<file path="src/rtl/core/assert_macros.svh">
// Assertion macros shared by the letterbox strip RTL.
// Depends on nothing; included by files that carry assertions.
`ifndef ASSERT_MACROS_SVH
`define ASSERT_MACROS_SVH
// Implication checked on every clock edge outside reset.
`define CHK_IMPL(label, clk, rstn, ante, cons, msg) \
    label: assert property (@(posedge clk) disable iff (!rstn) (ante) |-> (cons)) \
        else $error(msg);
// Next-cycle implication checked outside reset.
`define CHK_NEXT(label, clk, rstn, ante, cons, msg) \
    label: assert property (@(posedge clk) disable iff (!rstn) (ante) |=> (cons)) \
        else $error(msg);
`endif

</file>
<file path="src/rtl/core/mls_pkg.sv">
// Package for the mirrored letterbox strip block: widths, constants, command codes.
// Depends on nothing.
package mls_pkg;
    localparam int MaxSlicesLimit = 16;
    localparam logic [4:0] MaxSlicesReset = 5'd16;
    localparam int AlphaMax = 220;
    localparam int InW = 168;
    localparam int OutW = 128;
    localparam int DivW = 40;

    localparam logic [3:0] OpNone   = 4'd0;
    localparam logic [3:0] OpBar    = 4'd1;
    localparam logic [3:0] OpNe     = 4'd2;
    localparam logic [3:0] OpFe     = 4'd3;
    localparam logic [3:0] OpSn     = 4'd4;
    localparam logic [3:0] OpSf     = 4'd5;
    localparam logic [3:0] OpAlpha  = 4'd6;
    localparam logic [3:0] OpNext   = 4'd7;
    localparam logic [3:0] OpBarInc = 4'd8;

    typedef struct packed {
        logic div_start;
        logic push;
        logic [3:0] op;
    } mls_cmd_t;

    typedef struct packed {
        logic div_busy;
    } mls_sts_t;
endpackage

</file>
<file path="src/rtl/core/mls_div.sv">
// Radix-2 restoring divider for unsigned operands, one quotient bit a cycle.
// Depends on mls_pkg.
`include "assert_macros.svh"
module mls_div
    import mls_pkg::*;
(
    input  logic            aclk,
    input  logic            aresetn,
    input  logic            start,
    input  logic [DivW-1:0] num,
    input  logic [DivW-1:0] den,
    output logic            busy,
    output logic [DivW-1:0] quot
);
    logic [DivW-1:0] q_reg, q_next, r_reg, r_next, d_reg;
    logic [5:0] cnt_reg, cnt_next;
    logic [DivW:0] trial;
    logic [DivW:0] shifted;

    always_comb begin
        q_next = q_reg;
        r_next = r_reg;
        cnt_next = cnt_reg;
        shifted = {r_reg, q_reg[DivW-1]};
        trial = shifted - {1'b0, d_reg};
        if (start) begin
            q_next = num;
            r_next = '0;
            cnt_next = 6'(DivW);
        end else if (cnt_reg != '0) begin
            if (!trial[DivW]) begin
                r_next = trial[DivW-1:0];
                q_next = {q_reg[DivW-2:0], 1'b1};
            end else begin
                r_next = shifted[DivW-1:0];
                q_next = {q_reg[DivW-2:0], 1'b0};
            end
            cnt_next = cnt_reg - 6'd1;
        end
    end

    always_ff @(posedge aclk) begin
        if (!aresetn) begin
            cnt_reg <= '0;
        end else begin
            cnt_reg <= cnt_next;
        end
        q_reg <= q_next;
        r_reg <= r_next;
        if (start) begin
            d_reg <= den;
        end
    end

    assign busy = (cnt_reg != '0);
    assign quot = q_reg;

    `CHK_NEXT(a_div_load, aclk, aresetn, start, cnt_reg == 6'(DivW), "divider did not load")
endmodule

</file>
<file path="src/rtl/core/mls_datapath.sv">
// Datapath: request registers, bar and strip arithmetic, shared divider, result registers.
// Depends on mls_pkg and mls_div.
`include "assert_macros.svh"
module mls_datapath
    import mls_pkg::*;
#(
    parameter int MAX_SLICES_LIMIT = MaxSlicesLimit
) (
    input  logic           aclk,
    input  logic           aresetn,
    input  logic [InW-1:0] in_data,
    input  logic           load,
    input  logic [4:0]     max_slices,
    input  mls_cmd_t       cmd,
    output mls_sts_t       sts,
    output logic           bar_done,
    output logic           all_done,
    output logic           req_ok,
    output logic           strip_ok,
    output logic [OutW-1:0] res_data
);
    logic signed [14:0] sx_reg, sy_reg, dx_reg, dy_reg, fx_reg, fy_reg;
    logic [12:0] sw_reg, sh_reg, dw_reg, dh_reg, fw_reg, fh_reg;
    logic [1:0] bar_reg;
    logic [12:0] span_reg, n_reg, i_reg, ne_reg, fe_reg, sn_reg, sf_reg;
    logic [4:0] limit_reg;
    logic [6:0] count_reg;
    logic [OutW-1:0] res_reg, out_reg;
    logic div_start, div_busy;
    logic [DivW-1:0] div_num, div_den, quot;
    logic horiz, lead;
    logic signed [16:0] gap;
    logic [12:0] gapc, flen, slen, span, nn, sfc, slen2, dlen;
    logic [13:0] rem, twice;
    logic signed [16:0] spos, dpos, ox, oy, sxo, syo;
    logic [7:0] alpha_new;

    assign horiz = !bar_reg[1];
    assign lead = !bar_reg[0];
    assign flen = horiz ? fw_reg : fh_reg;
    assign slen = horiz ? sw_reg : sh_reg;

    always_comb begin
        unique case (bar_reg)
            2'd0: gap = 17'(fx_reg) - 17'(dx_reg);
            2'd1: gap = 17'(dx_reg) + 17'(dw_reg) - 17'(fx_reg) - 17'(fw_reg);
            2'd2: gap = 17'(fy_reg) - 17'(dy_reg);
            default: gap = 17'(dy_reg) + 17'(dh_reg) - 17'(fy_reg) - 17'(fh_reg);
        endcase
        gapc = gap[16] ? '0 : ((gap > 17'(flen)) ? flen : gap[12:0]);
        span = gapc;
        nn = (13'(limit_reg) < span) ? 13'(limit_reg) : span;
        sfc = (sf_reg < sn_reg + 13'd1) ? sn_reg + 13'd1 : sf_reg;
        slen2 = ((slen - sn_reg) < (sfc - sn_reg)) ? (slen - sn_reg) : (sfc - sn_reg);
        dlen = fe_reg - ne_reg;
        rem = 14'(span_reg) - 14'(ne_reg);
        twice = {span_reg, 1'b0} - rem;
        spos = lead ? 17'(sn_reg) : 17'(slen) - 17'(sfc);
        dpos = lead ? -17'(fe_reg) : 17'(flen) + 17'(ne_reg);
    end

    always_comb begin
        div_num = '0;
        div_den = 40'd1;
        unique case (cmd.op)
            OpNe: begin
                div_num = 40'(span_reg * i_reg);
                div_den = 40'(n_reg);
            end
            OpFe: begin
                div_num = 40'(span_reg * (i_reg + 13'd1));
                div_den = 40'(n_reg);
            end
            OpSn: begin
                div_num = 40'(slen * ne_reg);
                div_den = 40'(flen);
            end
            OpSf: begin
                div_num = 40'(slen * fe_reg);
                div_den = 40'(flen);
            end
            OpAlpha: begin
                div_num = 40'(AlphaMax) * 40'(rem * twice);
                div_den = 40'(span_reg * span_reg);
            end
            default: ;
        endcase
    end

    assign div_start = cmd.div_start;
    assign sts.div_busy = div_busy;

    mls_div u_div (
        .aclk(aclk), .aresetn(aresetn), .start(div_start),
        .num(div_num), .den(div_den), .busy(div_busy), .quot(quot)
    );

    assign ox = 17'(fx_reg) + dpos;
    assign oy = 17'(fy_reg) + dpos;
    assign sxo = 17'(sx_reg) + spos;
    assign syo = 17'(sy_reg) + spos;
    assign alpha_new = (quot == '0) ? 8'd1 : quot[7:0];

    always_ff @(posedge aclk) begin
        if (!aresetn) begin
            count_reg <= '0;
            bar_reg <= '0;
        end else begin
            if (load) begin
                {fh_reg, fw_reg, fy_reg, fx_reg, dh_reg, dw_reg, dy_reg, dx_reg,
                 sh_reg, sw_reg, sy_reg, sx_reg} <= in_data;
                limit_reg <= (max_slices > 5'(MAX_SLICES_LIMIT)) ?
                    5'(MAX_SLICES_LIMIT) : max_slices;
                count_reg <= '0;
                bar_reg <= '0;
            end else if (!cmd.div_start) begin
                unique case (cmd.op)
                    OpBar: begin
                        span_reg <= span;
                        n_reg <= nn;
                        i_reg <= '0;
                    end
                    OpNe: ne_reg <= quot[12:0];
                    OpFe: fe_reg <= quot[12:0];
                    OpSn: sn_reg <= quot[12:0];
                    OpSf: sf_reg <= quot[12:0];
                    OpAlpha: begin
                        res_reg <= horiz ?
                            {4'b0, alpha_new, fh_reg, dlen, 16'(fy_reg), ox[15:0],
                             sh_reg, slen2, 16'(sy_reg), sxo[15:0]} :
                            {4'b0, alpha_new, dlen, fw_reg, oy[15:0], 16'(fx_reg),
                             slen2, sw_reg, syo[15:0], 16'(sx_reg)};
                        count_reg <= count_reg + 7'd1;
                    end
                    OpNext: i_reg <= i_reg + 13'd1;
                    OpBarInc: bar_reg <= bar_reg + 2'd1;
                    default: ;
                endcase
            end
            if (cmd.push) begin
                out_reg <= res_reg;
            end
        end
    end

    assign req_ok = (sw_reg != '0) && (sh_reg != '0) && (dw_reg != '0) && (dh_reg != '0)
        && (fw_reg != '0) && (fh_reg != '0) && (limit_reg != '0);
    assign strip_ok = (slen2 != '0) && (dlen != '0) && (count_reg < 7'd64)
        && !(slen < sn_reg) && (slen != sn_reg);
    assign bar_done = (i_reg >= n_reg);
    assign all_done = (bar_reg == 2'd3) && bar_done;
    assign res_data = out_reg;

    `CHK_IMPL(a_cnt_cap, aclk, aresetn, 1'b1, count_reg <= 7'd64, "strip count over cap")
endmodule

</file>
<file path="src/rtl/core/mls_ctrl.sv">
// Controller: sequences bars, strips and divisions, and drives the result handshake.
// Depends on mls_pkg.
`include "assert_macros.svh"
module mls_ctrl
    import mls_pkg::*;
(
    input  logic     aclk,
    input  logic     aresetn,
    input  logic     in_valid,
    output logic     in_ready,
    output logic     load,
    output mls_cmd_t cmd,
    input  mls_sts_t sts,
    input  logic     bar_done,
    input  logic     all_done,
    input  logic     req_ok,
    input  logic     strip_ok,
    output logic     out_valid,
    output logic     out_last,
    output logic     out_none,
    input  logic     out_ready
);
    localparam logic [3:0] SIdle = 4'd0;
    localparam logic [3:0] SCheck = 4'd1;
    localparam logic [3:0] SBar = 4'd2;
    localparam logic [3:0] SDiv = 4'd3;
    localparam logic [3:0] SWait = 4'd4;
    localparam logic [3:0] SEmit = 4'd5;
    localparam logic [3:0] SNext = 4'd6;
    localparam logic [3:0] SAdv = 4'd7;
    localparam logic [3:0] SFinal = 4'd8;

    logic [3:0] state_reg, state_next;
    logic [3:0] op_reg, op_next;
    logic pend_reg, pend_next, last_reg, last_next;
    logic ov_reg, ov_next, none_reg, none_next;

    always_comb begin
        state_next = state_reg;
        op_next = op_reg;
        pend_next = pend_reg;
        ov_next = ov_reg && !out_ready;
        last_next = last_reg;
        none_next = none_reg;
        cmd = '{div_start: 1'b0, push: 1'b0, op: OpNone};
        load = 1'b0;
        unique case (state_reg)
            SIdle: begin
                if (in_valid) begin
                    load = 1'b1;
                    state_next = SCheck;
                end
            end
            SCheck: begin
                state_next = req_ok ? SBar : SFinal;
            end
            SBar: begin
                cmd.op = OpBar;
                state_next = SNext;
            end
            SNext: begin
                if (!bar_done) begin
                    op_next = OpNe;
                    state_next = SDiv;
                end else if (all_done) begin
                    state_next = SFinal;
                end else begin
                    cmd.op = OpBarInc;
                    state_next = SBar;
                end
            end
            SDiv: begin
                cmd.div_start = 1'b1;
                cmd.op = op_reg;
                state_next = SWait;
            end
            SWait: begin
                if (!sts.div_busy) begin
                    if (op_reg == OpAlpha) begin
                        state_next = strip_ok ? SEmit : SAdv;
                    end else begin
                        cmd.op = op_reg;
                        case (op_reg)
                            OpNe: op_next = OpFe;
                            OpFe: op_next = OpSn;
                            OpSn: op_next = OpSf;
                            default: op_next = OpAlpha;
                        endcase
                        state_next = SDiv;
                    end
                end
            end
            SEmit: begin
                if (!(pend_reg && ov_reg && !out_ready)) begin
                    cmd.op = OpAlpha;
                    cmd.push = pend_reg;
                    if (pend_reg) begin
                        ov_next = 1'b1;
                        last_next = 1'b0;
                        none_next = 1'b0;
                    end
                    pend_next = 1'b1;
                    state_next = SAdv;
                end
            end
            SAdv: begin
                cmd.op = OpNext;
                state_next = SNext;
            end
            SFinal: begin
                if (!ov_reg || out_ready) begin
                    cmd.push = pend_reg;
                    ov_next = 1'b1;
                    last_next = 1'b1;
                    none_next = !pend_reg;
                    pend_next = 1'b0;
                    state_next = SIdle;
                end
            end
            default: state_next = SIdle;
        endcase
    end

    always_ff @(posedge aclk) begin
        if (!aresetn) begin
            state_reg <= SIdle;
            op_reg <= OpNone;
            pend_reg <= 1'b0;
            ov_reg <= 1'b0;
            last_reg <= 1'b0;
            none_reg <= 1'b0;
        end else begin
            state_reg <= state_next;
            op_reg <= op_next;
            pend_reg <= pend_next;
            ov_reg <= ov_next;
            last_reg <= last_next;
            none_reg <= none_next;
        end
    end

    assign in_ready = (state_reg == SIdle);
    assign out_valid = ov_reg;
    assign out_last = last_reg;
    assign out_none = none_reg;

    `CHK_IMPL(a_none_last, aclk, aresetn, ov_reg && none_reg, last_reg, "no_slices without last")
    `CHK_NEXT(a_hold, aclk, aresetn, ov_reg && !out_ready, ov_reg, "result dropped")
endmodule

</file>
<file path="src/rtl/core/mirrored_letterbox_slices_core.sv">
// Top level of the mirrored letterbox strip block; joins controller and datapath.
// Depends on mls_pkg, mls_ctrl and mls_datapath.
// A request is accepted only while the block is idle. Each strip costs five divisions on
// one shared 40-bit radix-2 divider, plus the steps to select, emit and step on. A request
// also passes through its checks and bar changes, carries at most 64 strips, and takes
// longer while the output waits. Each strip is held back until the next one is found, so
// that the last transfer of a request can carry tlast; an empty request gives one
// transfer with tuser set.
`include "assert_macros.svh"
module mirrored_letterbox_slices_core
    import mls_pkg::*;
#(
    parameter int MAX_SLICES_LIMIT = MaxSlicesLimit
) (
    input  logic            aclk,
    input  logic            aresetn,
    input  logic            cfg_we,
    input  logic [4:0]      cfg_wdata,
    input  logic            s_tvalid,
    output logic            s_tready,
    // src_x, src_y, src_w, src_h, dst_x, dst_y, dst_w, dst_h, fit_x, fit_y, fit_w, fit_h
    input  logic [InW-1:0]  s_tdata,
    output logic            m_tvalid,
    input  logic            m_tready,
    // out_src_x, out_src_y, out_src_w, out_src_h, out_dst_x, out_dst_y,
    // out_dst_w, out_dst_h, fade_alpha
    output logic [OutW-1:0] m_tdata,
    output logic            m_tlast,
    // no_slices
    output logic            m_tuser
);
    logic [4:0] max_reg;
    logic load, bar_done, all_done, req_ok, strip_ok, none;
    mls_cmd_t cmd;
    mls_sts_t sts;
    logic [OutW-1:0] res;

    always_ff @(posedge aclk) begin
        if (!aresetn) begin
            max_reg <= MaxSlicesReset;
        end else if (cfg_we) begin
            max_reg <= cfg_wdata;
        end
    end

    mls_ctrl u_ctrl (
        .aclk(aclk), .aresetn(aresetn), .in_valid(s_tvalid), .in_ready(s_tready),
        .load(load), .cmd(cmd), .sts(sts), .bar_done(bar_done), .all_done(all_done),
        .req_ok(req_ok), .strip_ok(strip_ok), .out_valid(m_tvalid), .out_last(m_tlast),
        .out_none(none), .out_ready(m_tready)
    );

    mls_datapath #(
        .MAX_SLICES_LIMIT(MAX_SLICES_LIMIT)
    ) u_dp (
        .aclk(aclk), .aresetn(aresetn), .in_data(s_tdata), .load(load),
        .max_slices(max_reg), .cmd(cmd), .sts(sts), .bar_done(bar_done),
        .all_done(all_done), .req_ok(req_ok), .strip_ok(strip_ok), .res_data(res)
    );

    assign m_tdata = none ? '0 : res;
    assign m_tuser = none;

    `CHK_NEXT(a_out_stable, aclk, aresetn, m_tvalid && !m_tready, m_tvalid && $stable(m_tdata) && $stable(m_tlast) && $stable(m_tuser), "result changed while waiting")
endmodule

</file>
<file path="config.mk">
export PLATFORM = sky130hd
export DESIGN_NAME = mirrored_letterbox_slices_core
export DESIGN_NICKNAME = d
export VERILOG_FILES = /design/src/rtl/core/mls_pkg.sv /design/src/rtl/core/mls_div.sv /design/src/rtl/core/mls_datapath.sv /design/src/rtl/core/mls_ctrl.sv /design/src/rtl/core/mirrored_letterbox_slices_core.sv
export VERILOG_INCLUDE_DIRS = /design/src /design/src/rtl/core
export SDC_FILE = /design/constraint.sdc
export NUM_CORES = 2
export LEC_CHECK = 0
export BUFFER_PORTS_ARGS = -buffer_cell sky130_fd_sc_hd__buf_4
export CORE_MARGIN = 3
export CORE_UTILIZATION = 60
export CTS_BUF_LIST = sky130_fd_sc_hd__clkbuf_8
export DETAILED_ROUTE_END_ITERATION = 16
export PLACE_DENSITY_LB_ADDON = 0.3
export SYNTH_ARGS = -nofsm -noshare
export SYNTH_HDL_FRONTEND = slang
export SYNTH_SLANG_ARGS = --single-unit
</file>
<file path="constraint.sdc">
create_clock -name aclk -period 16.3 [get_ports aclk]
set_clock_uncertainty 0.2 [all_clocks]
set_input_delay 2.445 -clock aclk [delete_from_list [all_inputs] [get_ports aclk]]
set_output_delay 2.445 -clock aclk [all_outputs]
set_load 0.02 [all_outputs]
</file>
==> results.txt <==
The via density per instance came out at 6.025. The delay contributed by the slowest stage of the critical path is 760 ps. The first-pass GRT wire length came out at 358200 um.

After synthesis the netlist holds a flip-flop and latch count of 649. The worst setup path is captured at a flip-flop. The met1 track utilization from global routing is 47.65%. STA classifies the critical path startpoint as a flip-flop. The largest fanout on the critical path came out at 16. The max-slew violation total from the final report came to 0. The root buffer cell chosen for the clock tree is clkbuf_8. The synthesized netlist devotes 36.29% of its cell area to adder and majority cells. The total DRC errors in the routed layout is 0.

The number of nets with antenna violations after routing is 0. Setup violations remaining at the end of the flow were counted as 0. Yosys attributes the largest share of cell area to fa_1, edfxtp_1, ha_1. Summing over every cut layer, the via total after detailed routing is 60239. The post-synth design cell area is 0.07642 sq mm. The core outline area is 0.1261 sq mm. Multiplexer cells account for 1.660% of the synthesized area.

The die footprint is 0.1317 sq mm. The number of sinks handled by clock tree synthesis came out at 649. Yosys instantiated no cell more often than inv_1. The measured slew at the worst slew-check pin came out at 1247 ps. The clock insertion delay at the later pin of the skew report came out at 850 ps. Sequential cells were found to cover 24.57% of the synthesized design area. In this run the mean area of a mapped cell was 9.522 sq um. The starting density of the core came out at 60.62%. By area, the combinational part of the netlist is dominated by adder cells. The layer flagged by global routing as most heavily used is met2. The cell type with the largest total area after synthesis is fa_1. TritonCTS built the clock tree. Detailed placement finished with a half-perimeter wire length of 184800 um. CTS built an H-tree with a depth of 3. The met3 track demand over resource in global routing came out at 8.233%. The clock-pin slew on the worst setup and hold paths is 60 ps. Buffers placed on the I/O ports in this run total 305. The run finished with clean final reports. The type of the worst setup path is reg -> reg.

After Yosys synthesis, XOR and XNOR cells account for 4.545% of the synthesized area. The largest net degree at the start of global routing came out at 80. The final total negative setup slack came out at 0 ps. The count of flip-flops with a built-in enable after synthesis is 578. The worst slew margin relative to its limit came out at 16.67%. The number of antenna violations at the first check in global routing came out at 12. The met2 usage came out at 56.14%. 310 I/O pins were placed. The reported max-cap violation count came out at 0.

The cell that appears most often on the critical path is fa_1. The total of hold buffers inserted after clock tree synthesis came out at 0. The worst reg-to-reg path cell count is 57. The area growth from synthesis to layout is 8.485%.

The shortest period the worst path allows came out at 15350 ps. The arrival time at the worst endpoint is 15710 ps. After synthesis, the share of flip-flops with an asynchronous set or reset is 0%.

After detailed routing, the total wire length is 234300 um. The violation count after the first detailed-route iteration came out at 5941. The global placer's final weighted congestion is 1.011. The worst hold path was traced through 0 stages. The dominant synthesized flop cell is edfxtp_1. The post-route netlist has 8.454% of its cells at a drive strength greater than 1. The number of warnings reported in the yosys synthesis log is 0. For this run, the detailed router's first-pass iteration total came to 8.

For this design, the slowest cell found on the critical path is edfxtp_1. The total number of nets in the final design is 10115. From left edge to right edge, the die measures 362.9 um. The maximum frequency from static timing analysis is 0.06517 GHz. The unique cell type count in the Yosys netlist is 106.

Dividing the final minimum period by the clock period gives 94.14%. The total global-route track usage is 35.90%. Summing the areas of all and, or, nand and nor instances in the mapped netlist gives 14.08% of the synthesized area. The endpoint required time on the critical path came out at 16660 ps. The total count of hold-check failures in the final report came out at 0.

The buffer levels on the longest clock path is 3. By count the netlist is led by inv_1, nand2_1, fa_1. The share of the synthesized area in compound gates (AO/OA/AOI/OAI) came out at 11.01%. Of the post-synthesis cell area, the dominant cell type holds 22.74%. The total CTS buffers came out at 109. The height of the die is 362.9 um. Setup repair after global routing left no endpoint under its margin.

The synthesized instance count is 8025. The number of global-route vias before repair came out at 61038. The min-delay analysis places its worst path in the category reg -> reg. The mean routed wirelength per cell is 23.43 um. The final-layout worst hold slack is 193.0 ps. The placement row count is 130. The overflow left after global routing came out at 0.
## layout make-up
| cell class | count | area [sq um] |
|---|---|---|
| timing repair buffer | 402 | 3018 |
| fill | 10108 | 43160 |
| clock buffer | 118 | 1624 |
| inverter | 1281 | 4808 |
| antenna | 9 | 22.52 |
| multi-input combinational | 5803 | 51830 |
| clock inverter | 86 | 749.5 |
| tap | 1650 | 2064 |
| sequential | 649 | 18790 |
## cell families (layout without fill, tap and decap cells)
logic type / Yosys count / count (layout)
xor+xnor: 394 / 394
fa+ha+maj: 1696 / 1696
buf+inv: 1584 / 1887
compound gates: 1322 / 1322
other cells: 1 / 21
flops: 649 / 649
simple gates: 2260 / 2260
mux: 119 / 119
## cells in the final DEF, fill, tap and decap left out, drive strengths merged, types with 209 or more instances in the layout
master,n
inv,1303
nand2,901
fa,868
ha,823
edfxtp,578
nor2,409
buf,402
a21oi,365
o21ai,347
and2,269
xnor2,248
nor2b,209
## through the flow
stage	util (%)	area [sq um]	setup slack (ps)	std cells
after floorplan	-	76460	2547	8036
after global placement	63.86	80500	1287	9785
after detailed placement	63.86	80500	1068	9785
after CTS	65.74	82870	1006	9989
after global routing	65.75	82890	35.99	9993
final	65.76	82900	954.9	9998
## repair_timing
item,4_1_cts,5_1_grt
endpoints found under the setup margin,0,1
hold endpoints to repair,0,0
setup buffers,0,0
resized for setup,0,1
## final timing paths
kind	start	slack [ps]	end
worst min-delay path	u_dp.res_reg[61]	190	u_dp.res_data[61]
worst min register to register	u_dp.res_reg[61]	190	u_dp.res_data[61]
worst max-delay path	u_dp.ne_reg[1]	950	u_dp.u_div.quot[34]
worst max register to register	u_dp.ne_reg[1]	950	u_dp.u_div.quot[34]
## routing by layer
layer  vias up  wire [um]  part of all wire (%)
met4         6      12410                   5.3
met3       618      24830                    11
met2      2926     105000                    45
met1     29727      91980                    39
li1      26962          -                     -
met5         -         31                 0.013
## critical path, delay by kind of cell, from the launching register on
kind | cells | cell delay (ps)
xor+xnor | 5 | 1020
buf+inv | 9 | 1070
flops | 1 | 760
fa+ha+maj | 17 | 7060
compound gates | 21 | 3850
simple gates | 5 | 1070
Power is not shown: default switching activity piles up to over one toggle a cycle in this logic, so the estimate is an artifact.
